## config.mk

```make
export PLATFORM = sky130hd
export DESIGN_NAME = wav_pcm_stream_front_end
export DESIGN_NICKNAME = d
export VERILOG_FILES = /design/src/design/wpsfe_pkg.sv /design/src/design/wpsfe_scale.sv /design/src/design/wpsfe_parse.sv /design/src/design/wpsfe_outq.sv /design/src/design/wav_pcm_stream_front_end.sv
export SDC_FILE = /design/constraint.sdc
export NUM_CORES = 1
export LEC_CHECK = 0
export ABC_AREA = 0
export BUFFER_PORTS_ARGS = -buffer_cell sky130_fd_sc_hd__buf_2
export CAP_MARGIN = 30
export CORE_UTILIZATION = 58
export DETAILED_ROUTE_END_ITERATION = 10
export PLACE_DENSITY = 0.75
export SLEW_MARGIN = 20
export SYNTH_ARGS = -nofsm -noshare
export SYNTH_HDL_FRONTEND = slang
export SYNTH_SLANG_ARGS = --single-unit
```

## constraint.sdc

```tcl
create_clock -name clk -period 10.73 [get_ports clk]
set_clock_uncertainty 0.15 [all_clocks]
set_input_delay 0.5365 -clock clk [delete_from_list [all_inputs] [get_ports clk]]
set_output_delay 0.5365 -clock clk [all_outputs]
set_load 0.005 [all_outputs]
```

## src/design/wpsfe_pkg.sv

```systemverilog
package wpsfe_pkg;

	// result kinds (m_tuser)
	localparam logic [1:0] RK_SAMPLE = 2'd0;
	localparam logic [1:0] RK_ACCEPT = 2'd1;
	localparam logic [1:0] RK_REJECT = 2'd2;
	localparam logic [1:0] RK_END    = 2'd3;

	// header error codes
	localparam logic [3:0] ERR_NOT_RIFF = 4'd0;
	localparam logic [3:0] ERR_NOT_WAVE = 4'd1;
	localparam logic [3:0] ERR_NO_FMT   = 4'd2;
	localparam logic [3:0] ERR_NO_DATA  = 4'd3;
	localparam logic [3:0] ERR_NOT_PCM  = 4'd4;
	localparam logic [3:0] ERR_FMT_SIZE = 4'd5;
	localparam logic [3:0] ERR_CHANNELS = 4'd6;
	localparam logic [3:0] ERR_RATE     = 4'd7;
	localparam logic [3:0] ERR_DEPTH    = 4'd8;

	// configuration register indexes
	localparam logic [1:0] REG_CHANNELS = 2'd0;
	localparam logic [1:0] REG_RATE     = 2'd1;
	localparam logic [1:0] REG_GAIN     = 2'd2;

	localparam logic [1:0]  CHANNELS_RST = 2'd2;
	localparam logic [31:0] RATE_RST     = 32'd44100;
	localparam logic [16:0] GAIN_RST     = 17'd65536;

	// header byte positions
	localparam logic [5:0] HDR_LAST = 6'd43;
	localparam logic [5:0] TAG_POS  = 6'd36;

	// expected header bytes as little-endian words, byte i at bits 8*i
	localparam logic [31:0] W_RIFF  = 32'h4646_4952;
	localparam logic [31:0] W_WAVE  = 32'h4556_4157;
	localparam logic [31:0] W_FMT   = 32'h0074_6D66;
	localparam logic [31:0] W_FSIZE = 32'h0000_0010;
	localparam logic [31:0] W_PCM   = 32'h0000_0001;
	localparam logic [31:0] W_DEPTH = 32'h0010_0000;
	localparam logic [31:0] W_DATA  = 32'h6174_6164;
	localparam logic [31:0] W_LIST  = 32'h5453_494C;

	typedef struct packed {
		logic [1:0]  chans;
		logic [31:0] rate;
		logic [16:0] gain;
	} cfg_t;

	typedef struct packed {
		logic [1:0]         kind;
		logic signed [15:0] sample;
		logic               ch;
		logic [3:0]         err;
	} res_t;

	typedef struct packed {
		logic [1:0]      cnt;
		res_t [2:0]      res;
	} bundle_t;

	function automatic logic byte_is(logic [31:0] w, logic [1:0] idx, logic [7:0] b);
		return b == w[{idx, 3'b000} +: 8];
	endfunction

endpackage

```

## src/design/wpsfe_scale.sv

```systemverilog
module wpsfe_scale (
	input  logic signed [15:0] sample_in,
	input  logic [16:0]        gain,
	output logic signed [15:0] sample_out
);
	logic signed [17:0] g;
	logic signed [33:0] prod;
	logic signed [17:0] q;

	assign g    = signed'({1'b0, gain});
	assign prod = sample_in * g;
	// arithmetic shift: floor division by 65536
	assign q    = prod[33:16];

	always_comb begin
		if (q > 18'sd32767) begin
			sample_out = 16'sh7FFF;
		end else if (q < -18'sd32768) begin
			sample_out = 16'sh8000;
		end else begin
			sample_out = q[15:0];
		end
	end
endmodule

```

## src/design/wpsfe_parse.sv

```systemverilog
module wpsfe_parse (
	input  logic               clk,
	input  logic               arst_n,
	input  logic               take,
	input  logic               in_kind,
	input  logic [7:0]         in_byte,
	input  wpsfe_pkg::cfg_t    cfg,
	output wpsfe_pkg::bundle_t bnd
);
	import wpsfe_pkg::*;

	typedef enum logic [4:0] {
		PH_HEADER  = 5'b00001,
		PH_SKIP    = 5'b00010,
		PH_SECTION = 5'b00100,
		PH_DATA    = 5'b01000,
		PH_DONE    = 5'b10000
	} phase_t;

	phase_t      phase_q, phase_d;
	logic [5:0]  pos_q, pos_d;
	logic        par_q, par_d;
	logic        fch_q, fch_d;
	logic [31:0] skip_q, skip_d;
	logic [31:0] rem_q, rem_d;

	logic [7:0]         low_q;
	logic signed [15:0] left_q;
	logic               riff_q, wave_q, fmt_q, fsize_q, pcm_q, depth_q, tdata_q, tlist_q;
	logic [15:0]        chan_q;
	logic [31:0]        rate_q;
	logic [23:0]        size_q;

	logic               hdr_wr;
	logic               dat_wr;
	logic signed [15:0] scaled;
	logic [31:0]        size_full;
	logic               chan_ok;

	wpsfe_scale u_scale (
		.sample_in  (signed'({in_byte, low_q})),
		.gain       (cfg.gain),
		.sample_out (scaled)
	);

	assign hdr_wr    = take && !in_kind && (phase_q == PH_HEADER || phase_q == PH_SECTION);
	assign dat_wr    = take && !in_kind && (phase_q == PH_DATA);
	assign size_full = {in_byte, size_q};
	assign chan_ok   = (cfg.chans == 2'd1 || cfg.chans == 2'd2) && chan_q == {14'd0, cfg.chans};

	// capture header fields as they stream past
	always_ff @(posedge clk) begin
		if (hdr_wr) begin
			if (pos_q inside {[6'd0:6'd3]})
				riff_q <= (pos_q[1:0] == 2'd0 || riff_q) && byte_is(W_RIFF, pos_q[1:0], in_byte);
			if (pos_q inside {[6'd8:6'd11]})
				wave_q <= (pos_q[1:0] == 2'd0 || wave_q) && byte_is(W_WAVE, pos_q[1:0], in_byte);
			if (pos_q inside {[6'd12:6'd14]})
				fmt_q <= (pos_q[1:0] == 2'd0 || fmt_q) && byte_is(W_FMT, pos_q[1:0], in_byte);
			if (pos_q inside {[6'd16:6'd19]})
				fsize_q <= (pos_q[1:0] == 2'd0 || fsize_q)
					&& byte_is(W_FSIZE, pos_q[1:0], in_byte);
			if (pos_q inside {[6'd20:6'd21]})
				pcm_q <= (pos_q[1:0] == 2'd0 || pcm_q) && byte_is(W_PCM, pos_q[1:0], in_byte);
			if (pos_q == 6'd22)
				chan_q[7:0] <= in_byte;
			if (pos_q == 6'd23)
				chan_q[15:8] <= in_byte;
			if (pos_q inside {[6'd24:6'd27]})
				rate_q[{pos_q[1:0], 3'b000} +: 8] <= in_byte;
			if (pos_q inside {[6'd34:6'd35]})
				depth_q <= (pos_q == 6'd34 || depth_q) && byte_is(W_DEPTH, pos_q[1:0], in_byte);
			if (pos_q inside {[6'd36:6'd39]}) begin
				tdata_q <= (pos_q[1:0] == 2'd0 || tdata_q)
					&& byte_is(W_DATA, pos_q[1:0], in_byte);
				tlist_q <= (pos_q[1:0] == 2'd0 || tlist_q)
					&& byte_is(W_LIST, pos_q[1:0], in_byte);
			end
			if (pos_q inside {[6'd40:6'd42]})
				size_q[{pos_q[1:0], 3'b000} +: 8] <= in_byte;
		end
	end

	// sample assembly holds
	always_ff @(posedge clk) begin
		if (dat_wr) begin
			if (!par_q) begin
				low_q <= in_byte;
			end else if (cfg.chans == 2'd2 && !fch_q) begin
				left_q <= scaled;
			end
		end
	end

	always_comb begin
		logic [1:0] n;
		logic       do_final;
		n        = 2'd0;
		do_final = 1'b0;
		phase_d  = phase_q;
		pos_d    = pos_q;
		par_d    = par_q;
		fch_d    = fch_q;
		skip_d   = skip_q;
		rem_d    = rem_q;
		bnd      = '0;
		if (in_kind) begin
			phase_d = PH_HEADER;
			pos_d   = 6'd0;
			par_d   = 1'b0;
			fch_d   = 1'b0;
			skip_d  = 32'd0;
			rem_d   = 32'd0;
		end else begin
			case (phase_q)
				PH_HEADER, PH_SECTION: begin
					pos_d = pos_q + 6'd1;
					if (pos_q == HDR_LAST) begin
						if (phase_q == PH_SECTION) begin
							do_final = 1'b1;
						end else if (!riff_q) begin
							phase_d    = PH_DONE;
							bnd.cnt    = 2'd1;
							bnd.res[0] = '{kind: RK_REJECT, sample: '0, ch: 1'b0, err: ERR_NOT_RIFF};
						end else if (!wave_q) begin
							phase_d    = PH_DONE;
							bnd.cnt    = 2'd1;
							bnd.res[0] = '{kind: RK_REJECT, sample: '0, ch: 1'b0, err: ERR_NOT_WAVE};
						end else if (!fmt_q) begin
							phase_d    = PH_DONE;
							bnd.cnt    = 2'd1;
							bnd.res[0] = '{kind: RK_REJECT, sample: '0, ch: 1'b0, err: ERR_NO_FMT};
						end else if (!tdata_q && tlist_q) begin
							// skip the LIST body, then reread the chunk header
							skip_d  = size_full;
							pos_d   = TAG_POS;
							phase_d = (size_full == 32'd0) ? PH_SECTION : PH_SKIP;
						end else begin
							do_final = 1'b1;
						end
					end
					if (do_final) begin
						bnd.cnt = 2'd1;
						phase_d = PH_DONE;
						if (!tdata_q) begin
							bnd.res[0] = '{kind: RK_REJECT, sample: '0, ch: 1'b0, err: ERR_NO_DATA};
						end else if (!pcm_q) begin
							bnd.res[0] = '{kind: RK_REJECT, sample: '0, ch: 1'b0, err: ERR_NOT_PCM};
						end else if (!fsize_q) begin
							bnd.res[0] = '{kind: RK_REJECT, sample: '0, ch: 1'b0, err: ERR_FMT_SIZE};
						end else if (!chan_ok) begin
							bnd.res[0] = '{kind: RK_REJECT, sample: '0, ch: 1'b0, err: ERR_CHANNELS};
						end else if (rate_q != cfg.rate) begin
							bnd.res[0] = '{kind: RK_REJECT, sample: '0, ch: 1'b0, err: ERR_RATE};
						end else if (!depth_q) begin
							bnd.res[0] = '{kind: RK_REJECT, sample: '0, ch: 1'b0, err: ERR_DEPTH};
						end else begin
							bnd.res[0] = '{kind: RK_ACCEPT, sample: '0, ch: 1'b0, err: '0};
							rem_d   = size_full;
							pos_d   = 6'd0;
							par_d   = 1'b0;
							fch_d   = 1'b0;
							phase_d = PH_DATA;
							if (size_full == 32'd0) begin
								bnd.cnt    = 2'd2;
								bnd.res[1] = '{kind: RK_END, sample: '0, ch: 1'b0, err: '0};
								phase_d    = PH_DONE;
							end
						end
					end
				end
				PH_SKIP: begin
					skip_d = skip_q - 32'd1;
					if (skip_q == 32'd1)
						phase_d = PH_SECTION;
				end
				PH_DATA: begin
					par_d = !par_q;
					rem_d = rem_q - 32'd1;
					if (par_q) begin
						if (cfg.chans == 2'd2) begin
							if (!fch_q) begin
								fch_d = 1'b1;
							end else begin
								bnd.res[0] = '{kind: RK_SAMPLE, sample: left_q, ch: 1'b0, err: '0};
								bnd.res[1] = '{kind: RK_SAMPLE, sample: scaled, ch: 1'b1, err: '0};
								n     = 2'd2;
								fch_d = 1'b0;
							end
						end else begin
							bnd.res[0] = '{kind: RK_SAMPLE, sample: scaled, ch: 1'b0, err: '0};
							n     = 2'd1;
							fch_d = 1'b0;
						end
					end
					if (rem_q == 32'd1) begin
						bnd.res[n] = '{kind: RK_END, sample: '0, ch: 1'b0, err: '0};
						n       = n + 2'd1;
						phase_d = PH_DONE;
					end
					bnd.cnt = n;
				end
				default: begin
				end
			endcase
		end
	end

	always_ff @(posedge clk or negedge arst_n) begin
		if (!arst_n) begin
			phase_q <= PH_HEADER;
			pos_q   <= 6'd0;
			par_q   <= 1'b0;
			fch_q   <= 1'b0;
			skip_q  <= 32'd0;
			rem_q   <= 32'd0;
		end else if (take) begin
			phase_q <= phase_d;
			pos_q   <= pos_d;
			par_q   <= par_d;
			fch_q   <= fch_d;
			skip_q  <= skip_d;
			rem_q   <= rem_d;
		end
	end
endmodule

```

## src/design/wpsfe_outq.sv

```systemverilog
module wpsfe_outq (
	input  logic               clk,
	input  logic               arst_n,
	input  logic               load,
	input  wpsfe_pkg::bundle_t bnd,
	output logic               room,
	output logic               m_tvalid,
	input  logic               m_tready,
	output logic [23:0]        m_tdata,   // [15:0] sample_value, [16] channel_index,
	                                      // [20:17] error_code, [23:21] zero
	output logic [1:0]         m_tuser,   // [1:0] result_kind
	output logic               m_tlast
);
	import wpsfe_pkg::*;

	res_t [2:0] slot_q;
	logic [1:0] cnt_q;
	logic       pop;

	assign pop      = m_tvalid && m_tready;
	assign m_tvalid = cnt_q != 2'd0;
	assign m_tlast  = cnt_q == 2'd1;
	assign room     = cnt_q == 2'd0 || (cnt_q == 2'd1 && m_tready);
	assign m_tdata  = {3'd0, slot_q[0].err, slot_q[0].ch, slot_q[0].sample};
	assign m_tuser  = slot_q[0].kind;

	always_ff @(posedge clk or negedge arst_n) begin
		if (!arst_n) begin
			cnt_q <= 2'd0;
		end else if (load) begin
			cnt_q <= bnd.cnt;
		end else if (pop) begin
			cnt_q <= cnt_q - 2'd1;
		end
	end

	// advance the result slots toward the port
	always_ff @(posedge clk) begin
		if (load) begin
			slot_q <= bnd.res;
		end else if (pop) begin
			slot_q[0] <= slot_q[1];
			slot_q[1] <= slot_q[2];
		end
	end
endmodule

```

## src/design/wav_pcm_stream_front_end.sv

```systemverilog
// A byte accepted into the input register is parsed into results for the result buffer.
// Throughput: one byte per cycle while the buffer has room; results leave one per cycle
// while m_tready is high, from a three-entry buffer; a byte with two or three results holds
// the input until its last result leaves. The multiply and clamp sit in the single parse stage.
// Reset: arst_n clears the parser, the result buffer and the input register, and loads
// the configuration defaults (2 channels, 44100 Hz, unity gain); no clearing pass.
module wav_pcm_stream_front_end (
	input  logic        clk,
	input  logic        arst_n,
	input  logic        s_tvalid,
	output logic        s_tready,
	input  logic [7:0]  s_tdata,    // [7:0] data_byte
	input  logic [0:0]  s_tuser,    // [0] kind
	output logic        m_tvalid,
	input  logic        m_tready,
	output logic [23:0] m_tdata,    // [15:0] sample_value, [16] channel_index,
	                                // [20:17] error_code, [23:21] zero
	output logic [1:0]  m_tuser,    // [1:0] result_kind
	output logic        m_tlast,
	input  logic        cfg_valid,
	output logic        cfg_ready,
	input  logic [1:0]  cfg_index,
	input  logic [31:0] cfg_data
);
	import wpsfe_pkg::*;

	cfg_t    cfg_q;
	logic    in_vld_s1;
	logic    in_kind_s1;
	logic [7:0] in_byte_s1;
	logic    room;
	logic    take;
	bundle_t bnd;

	assign cfg_ready = 1'b1;
	assign take      = in_vld_s1 && room;
	assign s_tready  = !in_vld_s1 || room;

	always_ff @(posedge clk or negedge arst_n) begin
		if (!arst_n) begin
			cfg_q.chans <= CHANNELS_RST;
			cfg_q.rate  <= RATE_RST;
			cfg_q.gain  <= GAIN_RST;
		end else if (cfg_valid && cfg_ready) begin
			case (cfg_index)
				REG_CHANNELS: cfg_q.chans <= cfg_data[1:0];
				REG_RATE:     cfg_q.rate  <= cfg_data;
				REG_GAIN:     cfg_q.gain  <= cfg_data[16:0];
				default: begin
				end
			endcase
		end
	end

	always_ff @(posedge clk or negedge arst_n) begin
		if (!arst_n) begin
			in_vld_s1 <= 1'b0;
		end else if (s_tready) begin
			in_vld_s1 <= s_tvalid;
		end
	end

	// hold the request until the parse stage takes it
	always_ff @(posedge clk) begin
		if (s_tvalid && s_tready) begin
			in_kind_s1 <= s_tuser[0];
			in_byte_s1 <= s_tdata;
		end
	end

	wpsfe_parse u_parse (
		.clk     (clk),
		.arst_n  (arst_n),
		.take    (take),
		.in_kind (in_kind_s1),
		.in_byte (in_byte_s1),
		.cfg     (cfg_q),
		.bnd     (bnd)
	);

	wpsfe_outq u_outq (
		.clk      (clk),
		.arst_n   (arst_n),
		.load     (take && bnd.cnt != 2'd0),
		.bnd      (bnd),
		.room     (room),
		.m_tvalid (m_tvalid),
		.m_tready (m_tready),
		.m_tdata  (m_tdata),
		.m_tuser  (m_tuser),
		.m_tlast  (m_tlast)
	);
endmodule

```

# Word level (Yosys, flattened, before mapping)
# Index checks and enable logic that the tools add are counted.
# totals
latchBits,0
rom_bits,0
input_bits,48
out_inout_bits,30
word_cells,342
regBits,313
memories,0
ramBits,0
# op_classes
div,0
n_reduce_logical,80
n_mul,1
bitwise_logic,6
n_addsub,6
eq_ne,44
n_shift,12
n_mux,132
magnitude_cmp,22
# op_table
cell,n
two-way mux 23 bit,21
two-way mux 32 bit,15
two-way mux 46 bit,6
indexed part select 32 x 6 -> 8 bit (first input constant),8
case mux 32 bit (2 select lines),2
case mux 46 bit (2 select lines),1
two-way mux 6 bit,15
two-way mux 5 bit,17
two-way mux 71 bit,1
two-way mux 69 bit,1
equality test 32 x 1 -> 1 bit (second input constant),2
equality test 8 bit,8
subtractor 32 x 1 -> 32 bit (second input constant),2
bitwise AND 42 x 63 -> 63 bit,1
inverter 63 bit,1
demux 23 bit (select 2 bit),1
two-way mux 44 bit,1
two-way mux 2 bit,20
inequality test 3 x 2 -> 1 bit (second input constant),13
multiplier 16 x 18 -> 34 bit,1
bitwise mux 32 bit,1
zero test 32 bit,1
two-way mux 16 bit,2
inequality test 32 bit,1
57 further kinds,161

# Logic depth before layout (Yosys ltp)
# Gate-level depths: netlist (run 1).
# logic_depth
ltp_word,17
depth_mapped,28
ltp_nobuf,23

# Hierarchy
# A second synthesis (run 1) with hierarchy kept.
# unflattened
hier_cells,2422
area_unflattened_um2,24931.4
# modules_own_cells
module,cells_each,area_per_inst_um2,seq_area_each_um2,instances
wpsfe_parse,1107,10380.0,5051.1,1
wpsfe_scale,1023,9128.8,0.0,1
wpsfe_outq,166,2980.4,2122.0,1
wav_pcm_stream_front_end,126,2442.3,1581.5,1

# Least setup slack after synthesis (run 1)
# Ideal clock, no wire load.
# synth_timing
kind,flip-flop to flip-flop
startpoint,register in_byte_s1[1]
endpoint,register u_outq.slot_q[35] in the netlist's numbering (data pin)
synth_period_minus_slack_ns,7.266
path_slack_ns,3.464
path_buffers,6
path_stages_with_launch,26
arrival_time_ns,6.855
required_time_ns,10.319
setup_time_ns,0.261
path_cell_list,edfxtp_1 > clkbuf_1 > clkbuf_1 > clkbuf_1 > nand2_1 > fa_1 > inv_1 > fa_1 > fa_1 > fa_1 > fa_1 > inv_1 > fa_1 > inv_1 > ha_1 > clkbuf_1 > nand4_1 > nor2_1 > nand4_1 > nand3_1 > o211ai_1 > o311a_1 > o211ai_2 > clkbuf_1 > buf_2 > a21oi_1
# synth_between
elab_chain_len,14
elab_cells_between_ends,27
classes_between,mul (1); order compare (2); mux (20); bitwise (1); reduce/logical (3)
# synth_rtl
item,line_no,rtl
from (decl),wav_pcm_stream_front_end.sv:30,logic [7:0] in_byte_s1;
from (signal assigned),wav_pcm_stream_front_end.sv:67,in_byte_s1 <= s_tdata;
multiplier 16 x 18 -> 34 bit / zero test 32 bit (equally long branches),"wpsfe_scale.sv:11, wpsfe_parse.sv:164",
less-than comparator 18 x 16 -> 1 bit / two-way mux 2 bit (equally long branches),"wpsfe_scale.sv:18, wpsfe_parse.sv:164",
two-way mux 16 bit / two-way mux 2 bit (equally long branches),"wpsfe_scale.sv:18, wpsfe_parse.sv:155",
two-way mux 16 bit / two-way mux 2 bit (equally long branches),"wpsfe_scale.sv:16, wpsfe_parse.sv:153",
two-way mux 44 bit / two-way mux 2 bit (equally long branches),"wpsfe_parse.sv:182, wpsfe_parse.sv:151",
two-way mux 21 bit / two-way mux 2 bit (equally long branches),"wpsfe_parse.sv:181, wpsfe_parse.sv:149",
two-way mux 46 bit / two-way mux 2 bit (equally long branches),"wpsfe_parse.sv:180, wpsfe_parse.sv:147",
two-way mux 46 bit / two-way mux 2 bit (equally long branches),"wpsfe_parse.sv:115, wpsfe_parse.sv:145",
two-way mux 46 bit / two-way mux 2 bit (equally long branches),"wpsfe_parse.sv:107, wpsfe_parse.sv:142",
bitwise AND 42 x 63 -> 63 bit (no line) / case mux 2 bit (2 select lines) (equally long branches),--,
two-way mux 69 bit / two-way mux 71 bit (equally long branches),"wpsfe_parse.sv:196, wpsfe_parse.sv:107",
case mux 46 bit (2 select lines) / nonzero test 2 bit (equally long branches),"wpsfe_parse.sv:115, wav_pcm_stream_front_end.sv:84",
two-way mux 71 bit (*),wpsfe_parse.sv:107,if (in_kind) begin
two-way mux 46 bit (*),wpsfe_outq.sv:39,if (load) begin
to (signal assigned),wpsfe_outq.sv:40,slot_q <= bnd.res;
to (decl),wpsfe_outq.sv:16,res_t [2:0] slot_q;
# Every way passes the cells marked *; elsewhere a longest branch is shown, timed or not. The select of a mux whose other input is x is not followed.
# A chain may end at the register's enable or synchronous reset.

# Worst setup path in the final report (run 1)
# layout_timing
startpoint,register in_byte_s1[7]
endpoint,register u_outq.slot_q (netlist bit u_outq.m_tdata[5]) (data pin)
# layout_between
elab_chain_len,14
elab_cells_between_ends,26
classes_between,mul (1); order compare (2); mux (19); bitwise (1); reduce/logical (3)
# layout_rtl
item,line_no,rtl
branches (longest 10 deep; another with multiplier 16 x 18 -> 34 bit),--,
two-way mux 71 bit (*),wpsfe_parse.sv:107,
nonzero test 2 bit,wav_pcm_stream_front_end.sv:84,".load (take && bnd.cnt != 2'd0),"
logical AND 1 bit,wav_pcm_stream_front_end.sv:84,
two-way mux 46 bit (*),wpsfe_outq.sv:39,
# Mark *: on every way between the ends. The select of a mux whose other input is x is not followed.

==> run_results.csv, run 1 <==
group,metric,value,unit
clocking,clock_path_buffers,3,
floorplan,num_rows,73,
timing,max_freq,122,MHz
routing,firstDrtPassIters,7,
routing,drc,0,
clocking,numCtsBuffers,30,
routing,antenna_left,0,
synthesis,synth_common_cells,"293 x inv_1, 251 x nand2_1, 207 x fa_1, 172 x and2_1, 155 x edfxtp_1",
clocking,h-tree-depth,1,
synthesis,synth_most_common_cell,"inv_1",
routing,routed_wl,60.6,mm
clocking,cts_resized,0,
routing,dr.first_iter.drc_count,1758,
global_route,grt_overflow,0,
outcome,status,"completed",
synthesis,synth_warnings,0,
finish,multi_input_area,13900,um^2
floorplan,io_pins,78,
timing,rsz0062_at_grt,"false",
synthesis,synthFlopType,"edfxtp_1",
synthesis,synth.avg_cell_area,9.73,um^2
routing,wl_per_cell,20.4,um
floorplan,die_h,204,um
global_route,grt_pass1_wl,97.2,mm
placement,io_buffers,73,
clocking,clk_latency,0.59,ns
clocking,path_clk_slew,0.06,ns
routing,viasPerCell,6.01,
synthesis,yosysTopAreaCell,"edfxtp_1",
clocking,root_buffer,"clkbuf_16",
placement,dpl.hpwl,43.7,mm
finish,layout-drive-gt1-share,0.0981,
timing,period_minus_slack,8.17,ns
timing,maxSlewHeadroom,0.414,
worst_setup_path,arrival,8.45,ns
worst_hold_path,hold_class,"primary input to register",
clocking,cts_tree,"built",
clocking,ctsHoldBuffers,9,
synthesis,synth_edf_count,155,
clocking,post_cts_buffers,0,
run,max_cap_violations,0,
global_route,grt_max_degree,74,
worst_setup_path,cp-end-kind,"register",
placement,gp_congestion,0.934,
floorplan,core,39900,um^2
timing,hold_viol_final,0,
finish,fillers,3200,
worst_setup_path,r2r_slack,2.56,ns
timing,tightest_slew,0.856,ns
floorplan,die_x,204,um
synthesis,synth.area.top_cells,"edfxtp_1 20%, fa_1 18%, dfrtp_1 13%",
synthesis,seq_area_frac_synth,0.337,
finish,fin_nets,2820,
worst_setup_path,cp_max_fo,22,
synthesis,ys_ff_latch,286,
finish,n_antenna_cell,0,
global_route,grt_usage,0.301,
clocking,clkSinkCount,286,
synthesis,yosysTopAreaCellShare,0.198,
timing,finalCritPeriodShare,0.762,
worst_setup_path,worstSetupStartpointType,"register",
finish,area_growth,7.42,%
finish,seqCellArea,7940,um^2
timing,slew_viol_final,0,
synthesis,synthArstFlopShare,0.458,
worst_setup_path,crit_type,"register to register",
synthesis,ys_types,81,
timing,finalSetupViolCount,0,
synthesis,syn_inst,2420,
worst_setup_path,required,11.00,ns
floorplan,die-area,41400,um^2
global_route,grt_pass1_vias,17800,
global_route,antenna_found_initial,1,
routing,via_count,17900,
floorplan,start_util,0.590,
timing,fin_tns_setup,0,ns
synthesis,synth_area,23600,um^2
==> critical path, cell delays in order, from the launching register on <==
cell and delay (ns):
edfxtp_1 0.75, inv_1 0.50, nor2_1 0.27, fa_1 0.45
fa_1 0.53, fa_1 0.53, fa_1 0.52, fa_1 0.58
inv_1 0.07, fa_1 0.53, inv_1 0.04, ha_1 0.36
a21o_1 0.21, a21o_1 0.19, o21a_1 0.18, o31ai_1 0.21
a21oi_1 0.11, o21ai_0 0.45, a22o_1 0.78, or2b_4 0.42
o21ai_1 0.16
==> layout make-up <==
type                    instances  area share
multi-input cells            1703       0.549
well taps                     525      0.0260
clock inverters                20     0.00905
clock buffers                  36      0.0314
inverters                     294      0.0437
flip-flops and latches        286       0.314
repair buffers                107      0.0273
==> per-layer routing <==
| metal | track usage | wire [um] | up-vias |
|---|---|---|---|
| met5 | 0 | 0 | - |
| met4 | 0.0636 | 1210 | 0 |
| met3 | 0.0662 | 6680 | 99 |
| met2 | 0.457 | 26800 | 900 |
| met1 | 0.445 | 26000 | 8771 |
| li1 | - | - | 8098 |
==> path summary, 6_finish.rpt <==
path                                     from                  to  cells after the start
setup / recovery                in_byte_s1[7]   u_outq.m_tdata[5]                     20
hold / removal                     s_tdata[7]       in_byte_s1[7]                      1
setup reg to reg                in_byte_s1[7]   u_outq.m_tdata[5]                     20
hold reg to reg            u_parse.skip_q[26]  u_parse.skip_q[26]                      2
max in group asynchronous              arst_n           cfg_q[50]                      4
min in group asynchronous              arst_n   u_parse.rem_q[10]                      2
==> cell families after synthesis <==
logic type,Yosys count,synth area share
other,2,0.000319
adder cells (fa/ha/maj),350,0.252
buffers and inverters,433,0.0740
XOR/XNOR,62,0.0231
multiplexers,66,0.0310
flip-flops,286,0.337
AND/OR/NAND/NOR,802,0.175
AO/OA/AOI/OAI,419,0.107
==> sequential cells by signal, summed over array words and instances (netlist names), 6 cells and up <==
register        count
cfg_q              51
in_byte_s1          8
u_outq.m_tdata     21
u_outq.slot_q      19
u_parse.chan_q     16
u_parse.left_q     16
u_parse.low_q       8
u_parse.pos_q       6
u_parse.rate_q     32
u_parse.rem_q      32
u_parse.size_q     24
u_parse.skip_q     32
==> placed cells by master, fill, tap and decap left out, drive strengths merged, types with 122 or more instances in the layout <==
master / instances
fa: 207
o21ai: 159
nand2: 251
nor2: 123
ha: 143
a21oi: 128
dfrtp: 122
and2: 172
edfxtp: 155
inv: 295
==> stage by stage <==
| stage | std cells | cell area (um^2) | utilization | hold WS (ns) | worst slack, ns |
|---|---|---|---|---|---|
| floorplan | 2422 | 23600 | - | 0.0909 | 3.46 |
| global placement | 2901 | 24100 | 0.604 | 0.330 | 2.94 |
| detailed placement | 2902 | 24100 | 0.604 | 0.336 | 2.69 |
| CTS | 2967 | 25200 | 0.632 | 0.00144 | 2.67 |
| global route | 2971 | 25300 | 0.634 | 0.00403 | 2.10 |
| finish | 2971 | 25300 | 0.634 | 0.0199 | 2.56 |
Power of run 1 is not shown: default switching activity piles up to over one toggle a cycle in this logic, so the estimate is an artifact.
==> inputs of run 2 (changes only) <==
Clock period 10.73 ns to 8.05 ns, I/O delays scaled along.
==> run 2 against run 1 <==
Worst hold slack better by 0.0095 ns; register-to-register slack worse by 2.0 ns; non-clock buffer count is 38 higher; maximum frequency is 9.4% higher; first-iteration DRC count is 3.8% lower; worst setup slack worse by 2.0 ns; count of clock-buffer cells in the layout is 3 lower; via count is 1.7% higher; die area stayed put.
==> run_results.csv, run 2 (same netlist as run 1, synthesis figures left out) <==
group,metric,value,unit
outcome,status,"completed",
floorplan,die_h,204,um
floorplan,io_pins,78,
clocking,clk_latency,0.59,ns
timing,slew_viol_final,0,
clocking,root_buffer,"clkbuf_16",
routing,via_count,18200,
timing,fin_tns_setup,0,ns
clocking,cts_tree,"built",
finish,fin_nets,2859,
global_route,antenna_found_initial,1,
worst_setup_path,crit_family,"adder cells",
finish,n_antenna_cell,0,
floorplan,num_rows,73,
worst_setup_path,crit_type,"register to register",
floorplan,start_util,0.590,
finish,fin_util,0.644,
run,max_cap_violations,0,
worst_setup_path,r2r-end,"u_parse.left_q[8]",
clocking,h-tree-depth,1,
global_route,grt_pass1_vias,18000,
clocking,path_clk_slew,0.06,ns
timing,rsz0062_at_grt,"false",
routing,dr.first_iter.drc_count,1691,
worst_setup_path,crit_path_cell_trace,"nand2_1, fa_1, fa_1, inv_1, fa_1, fa_1, fa_1, inv_1, fa_1, inv_1, ha_1, a21oi_1, nor3b_1, o21a_1, o31ai_1, a21oi_1, or3_1, a22o_1, buf_4, nor2b_1, or2_1",
placement,place_area,24200,um^2
worst_hold_path,hold_class,"primary input to register",
clocking,numCtsBuffers,31,
global_route,grt_pass1_wl,98.4,mm
placement,io_buffers,73,
worst_setup_path,r2r_start,"cfg_q[9]",
worst_setup_path,cp.buffers_inverters,4,
clocking,clkSinkCount,286,
clocking,cts_resized,0,
global_route,grt_overflow,0,
routing,wl_met3,6.18,mm
finish,fin_area,25700,um^2
finish,multi_input_area,13900,um^2
worst_setup_path,slowest_delay,0.85,ns
floorplan,core,39900,um^2
routing,antenna_left,0,
clocking,clock_path_buffers,3,
routing,routed_wl,61.2,mm
finish,regMostFlops,"cfg_q",
floorplan,die-area,41400,um^2
timing,period_minus_slack,7.47,ns
worst_setup_path,cpMostUsedCell,"fa_1",
worst_hold_path,hold-path-endpoint,"cfg_q[49]",
worst_hold_path,hold_path_startpoint,"cfg_index[1]",
floorplan,die_x,204,um
routing,viasPerCell,6.03,
routing,drc,0,
placement,gp_congestion,0.942,
timing,max_freq,134,MHz
timing,hold_viol_final,0,
worst_setup_path,cp-end-kind,"register",
finish,seqCellArea,7940,um^2
worst_setup_path,required,8.22,ns
timing,maxSlewHeadroom,0.334,
worst_setup_path,rr_worst_depth,21,
routing,wl_met1,26.8,mm
worst_setup_path,arrival,7.65,ns
timing,finalCritPeriodShare,0.928,
finish,layout_commonest_cell,"inv_1",
timing,tightest_slew,0.999,ns
global_route,grt_usage,0.302,
global_route,grt_max_degree,69,
timing,fin_ws,0.579,ns
routing,maxUsedRoutingLayer,"met5",
routing,firstDrtPassIters,6,
worst_setup_path,r2r_slack,0.58,ns
timing,finalSetupViolCount,0,
finish,layout-drive-gt1-share,0.100,
routing,wl_met2,27.3,mm
worst_setup_path,worstSetupStartpointType,"register",
finish,area_growth,9.17,%
finish,mostFrequentLayoutCells,"293 x inv_1, 250 x nand2_1, 207 x fa_1",
routing,wl_per_cell,20.3,um
placement,preCtsSetupSlack,0.641,ns
finish,largest_register_ffs,51,
worst_hold_path,hold_depth,3,
worst_setup_path,slowest_stage,"dfrtp_1",
placement,dpl.hpwl,44.7,mm
finish,fillers,3124,
worst_setup_path,cp_max_fo,17,
==> run 2: cell count changes in the layout (fill, tap and decap cells not counted), sizes merged <==
cell	delta
bufinv	+2
dlygate4sd3	+34
clkbuf	-2
inv	+1
clkinv	+2
buf	+3
==> run 2: worst reg2reg max path: cells and delay by family, from the launching register on <==
kind	cells	cell delay, ns
adder cells (fa/ha/maj)	7	3.51
flip-flops	1	0.85
AND/OR/NAND/NOR	5	1.08
AO/OA/AOI/OAI	5	1.23
buffers and inverters	4	0.38
==> run 2: layer usage <==
| metal | vias up | GRT usage |
|---|---|---|
| li1 | 8191 | - |
| met1 | 9003 | 0.453 |
| met2 | 877 | 0.467 |
| met3 | 90 | 0.0523 |
| met4 | 2 | 0.0494 |
| met5 | - | 0 |
==> run 2: how the worst max path moves through the flow <==
stage	start	end	slack (ns)	cells after the start
5_1_grt	cfg_q[9]	u_parse.left_q[8]	0.26	21
4_1_cts	u_parse.low_q[3]	u_outq.m_tdata[7]	0.63	19
3_3_place_gp	cfg_q[9]	u_parse.left_q[8]	0.76	21
2_1_floorplan	in_byte_s1[1]	u_outq.slot_q[35]	0.78	25
6_report	cfg_q[9]	u_parse.left_q[8]	0.58	21
3_5_place_dp	u_parse.low_q[3]	u_outq.m_tdata[7]	0.64	19
==> run 2: repair_timing <==
item	in CTS	in global routing
setup endpoints to repair	0	0
hold endpoints to repair	127	0
setup buffers	0	0
hold buffers	43	0
==> run 2: area by class of cell <==
type | instances | area share
multi-input cells | 1703 | 0.540
flip-flops and latches | 286 | 0.309
inverters | 294 | 0.0430
repair buffers | 145 | 0.0403
clock buffers | 33 | 0.0305
well taps | 525 | 0.0255
clock inverters | 25 | 0.0119
==> run 2: stage by stage <==
step           hold slack [ns]  instances
2_1_floorplan          -0.0431       2422
3_3_place_gp             0.307       2907
3_5_place_dp             0.308       2908
4_1_cts                0.00326       3009
5_1_grt                 0.0385       3011
6_report                0.0293       3011
Power of run 2 is left out for the same reason.
==> inputs of run 3 (changes only) <==
Settings changed: CORE_MARGIN set to 8.
==> run 3 against run 2 <==
Global-route usage down 3.3 points; design area down 0.31%; worst hold slack worse by 0.0098 ns; sequential cell count unchanged; critical path type unchanged.
==> run_results.csv, run 3 (same netlist as run 1, synthesis figures left out) <==
group,metric,value,unit
worst_setup_path,cp.buffers_inverters,3,
global_route,grt_usage,0.270,
finish,layout_commonest_cell,"inv_1",
routing,antenna_left,0,
global_route,antenna_found_initial,0,
finish,multi_input_area,13900,um^2
finish,fin_area,25600,um^2
finish,largest_register_ffs,51,
clocking,numCtsBuffers,31,
floorplan,die_h,218,um
floorplan,num_rows,74,
worst_setup_path,required,8.18,ns
clocking,root_buffer,"clkbuf_16",
worst_setup_path,cp_max_fo,17,
finish,final_cells,3020,
timing,fin_tns_setup,0,ns
routing,drc,0,
finish,fin_nets,2861,
timing,hold_viol_final,0,
finish,n_antenna_cell,0,
timing,tightest_slew,0.993,ns
routing,routed_wl,64.0,mm
worst_setup_path,cpMostUsedCell,"fa_1",
clocking,post_cts_buffers,0,
placement,preCtsSetupSlack,0.367,ns
worst_hold_path,hold_depth,2,
global_route,grt_pass1_wl,102,mm
routing,firstDrtPassIters,8,
finish,layout-drive-gt1-share,0.0981,
worst_setup_path,path_depth,20,
floorplan,start_util,0.582,
worst_setup_path,crit_family,"adder cells",
clocking,h-tree-depth,1,
placement,place_area,24200,um^2
timing,maxSlewHeadroom,0.333,
timing,finalSetupViolCount,0,
worst_setup_path,cp-end-kind,"register",
floorplan,die_x,218,um
routing,dr.first_iter.drc_count,1777,
finish,seqCellArea,7940,um^2
timing,fin_ws,0.459,ns
worst_setup_path,slowest_delay,0.86,ns
floorplan,die-area,47300,um^2
worst_setup_path,worstSetupStartpointType,"register",
global_route,grt_overflow,0,
worst_setup_path,crit_path_cell_trace,"nand2_1, fa_1, fa_1, inv_1, fa_1, fa_1, fa_1, inv_1, fa_1, inv_1, ha_1, a21oi_1, o21ai_0, a21oi_1, o22ai_1, a211oi_1, o21ai_0, xnor2_1, nand2b_1, a21oi_1",
clocking,clk_latency,0.59,ns
worst_hold_path,hold_class,"primary input to register",
routing,wl_per_cell,21.2,um
finish,area_growth,8.84,%
finish,mostFrequentLayoutCells,"293 x inv_1, 250 x nand2_1, 207 x fa_1",
worst_setup_path,crit_type,"register to register",
finish,fillers,3240,
floorplan,core,40500,um^2
timing,max_freq,132,MHz
clocking,cts_tree,"built",
floorplan,io_pins,78,
global_route,grt_max_degree,68,
global_route,grt_pass1_vias,18300,
timing,slew_viol_final,0,
timing,rsz0062_at_grt,"false",
finish,regMostFlops,"cfg_q",
run,max_cap_violations,0,
clocking,clkSinkCount,286,
clocking,clock_path_buffers,3,
routing,viasPerCell,6.03,
clocking,path_clk_slew,0.06,ns
placement,io_buffers,73,
placement,place_inst,2919,
worst_setup_path,slowest_stage,"dfrtp_1",
timing,period_minus_slack,7.59,ns
timing,finalCritPeriodShare,0.943,
worst_setup_path,arrival,7.72,ns
worst_setup_path,rr_worst_depth,20,
outcome,status,"completed",
placement,gp_congestion,0.936,
placement,dpl.hpwl,47.2,mm
routing,via_count,18200,
run 3: timing repair:
| action | CTS | global route |
|---|---|---|
| hold buffers | 42 | 0 |
| endpoints found under the hold margin | 122 | 0 |
| setup endpoints to repair | 0 | 14 |
| resized for setup | 0 | 3 |
run 3: final cells by class:
cell class | count | area share
well taps | 532 | 0.0260
clock inverters | 10 | 0.00425
clock buffers | 48 | 0.0339
repair buffers | 147 | 0.0410
flip-flops and latches | 286 | 0.310
multi-input cells | 1703 | 0.542
inverters | 294 | 0.0431
run 3: final timing paths:
kind                               startpoint                 end  slack, ns
setup / recovery                    cfg_q[14]   u_outq.slot_q[39]       0.46
hold / removal                   cfg_data[11]           cfg_q[28]       0.02
setup reg to reg                    cfg_q[14]   u_outq.slot_q[39]       0.46
hold reg to reg            u_parse.skip_q[30]  u_parse.skip_q[30]       0.36
max in group asynchronous              arst_n            cfg_q[9]       6.17
min in group asynchronous              arst_n  u_parse.skip_q[13]       0.26
run 3: routing by layer:
metal	global-route usage	share of wire	up-vias	wire length (um)
met5	0	0	-	0
met4	0.0514	0.016	0	1020
met3	0.0566	0.11	83	6740
met2	0.415	0.45	932	28700
met1	0.393	0.43	9039	27500
li1	-	-	8168	-
run 3: through the flow:
stage | hold WS (ns) | util
final | 0.0196 | 0.633
after global routing | 0.00727 | 0.633
after CTS | 0.00961 | 0.633
after detailed placement | 0.299 | 0.598
after global placement | 0.300 | 0.598
after floorplan | -0.0431 | -
Power of run 3 is left out for the same reason.
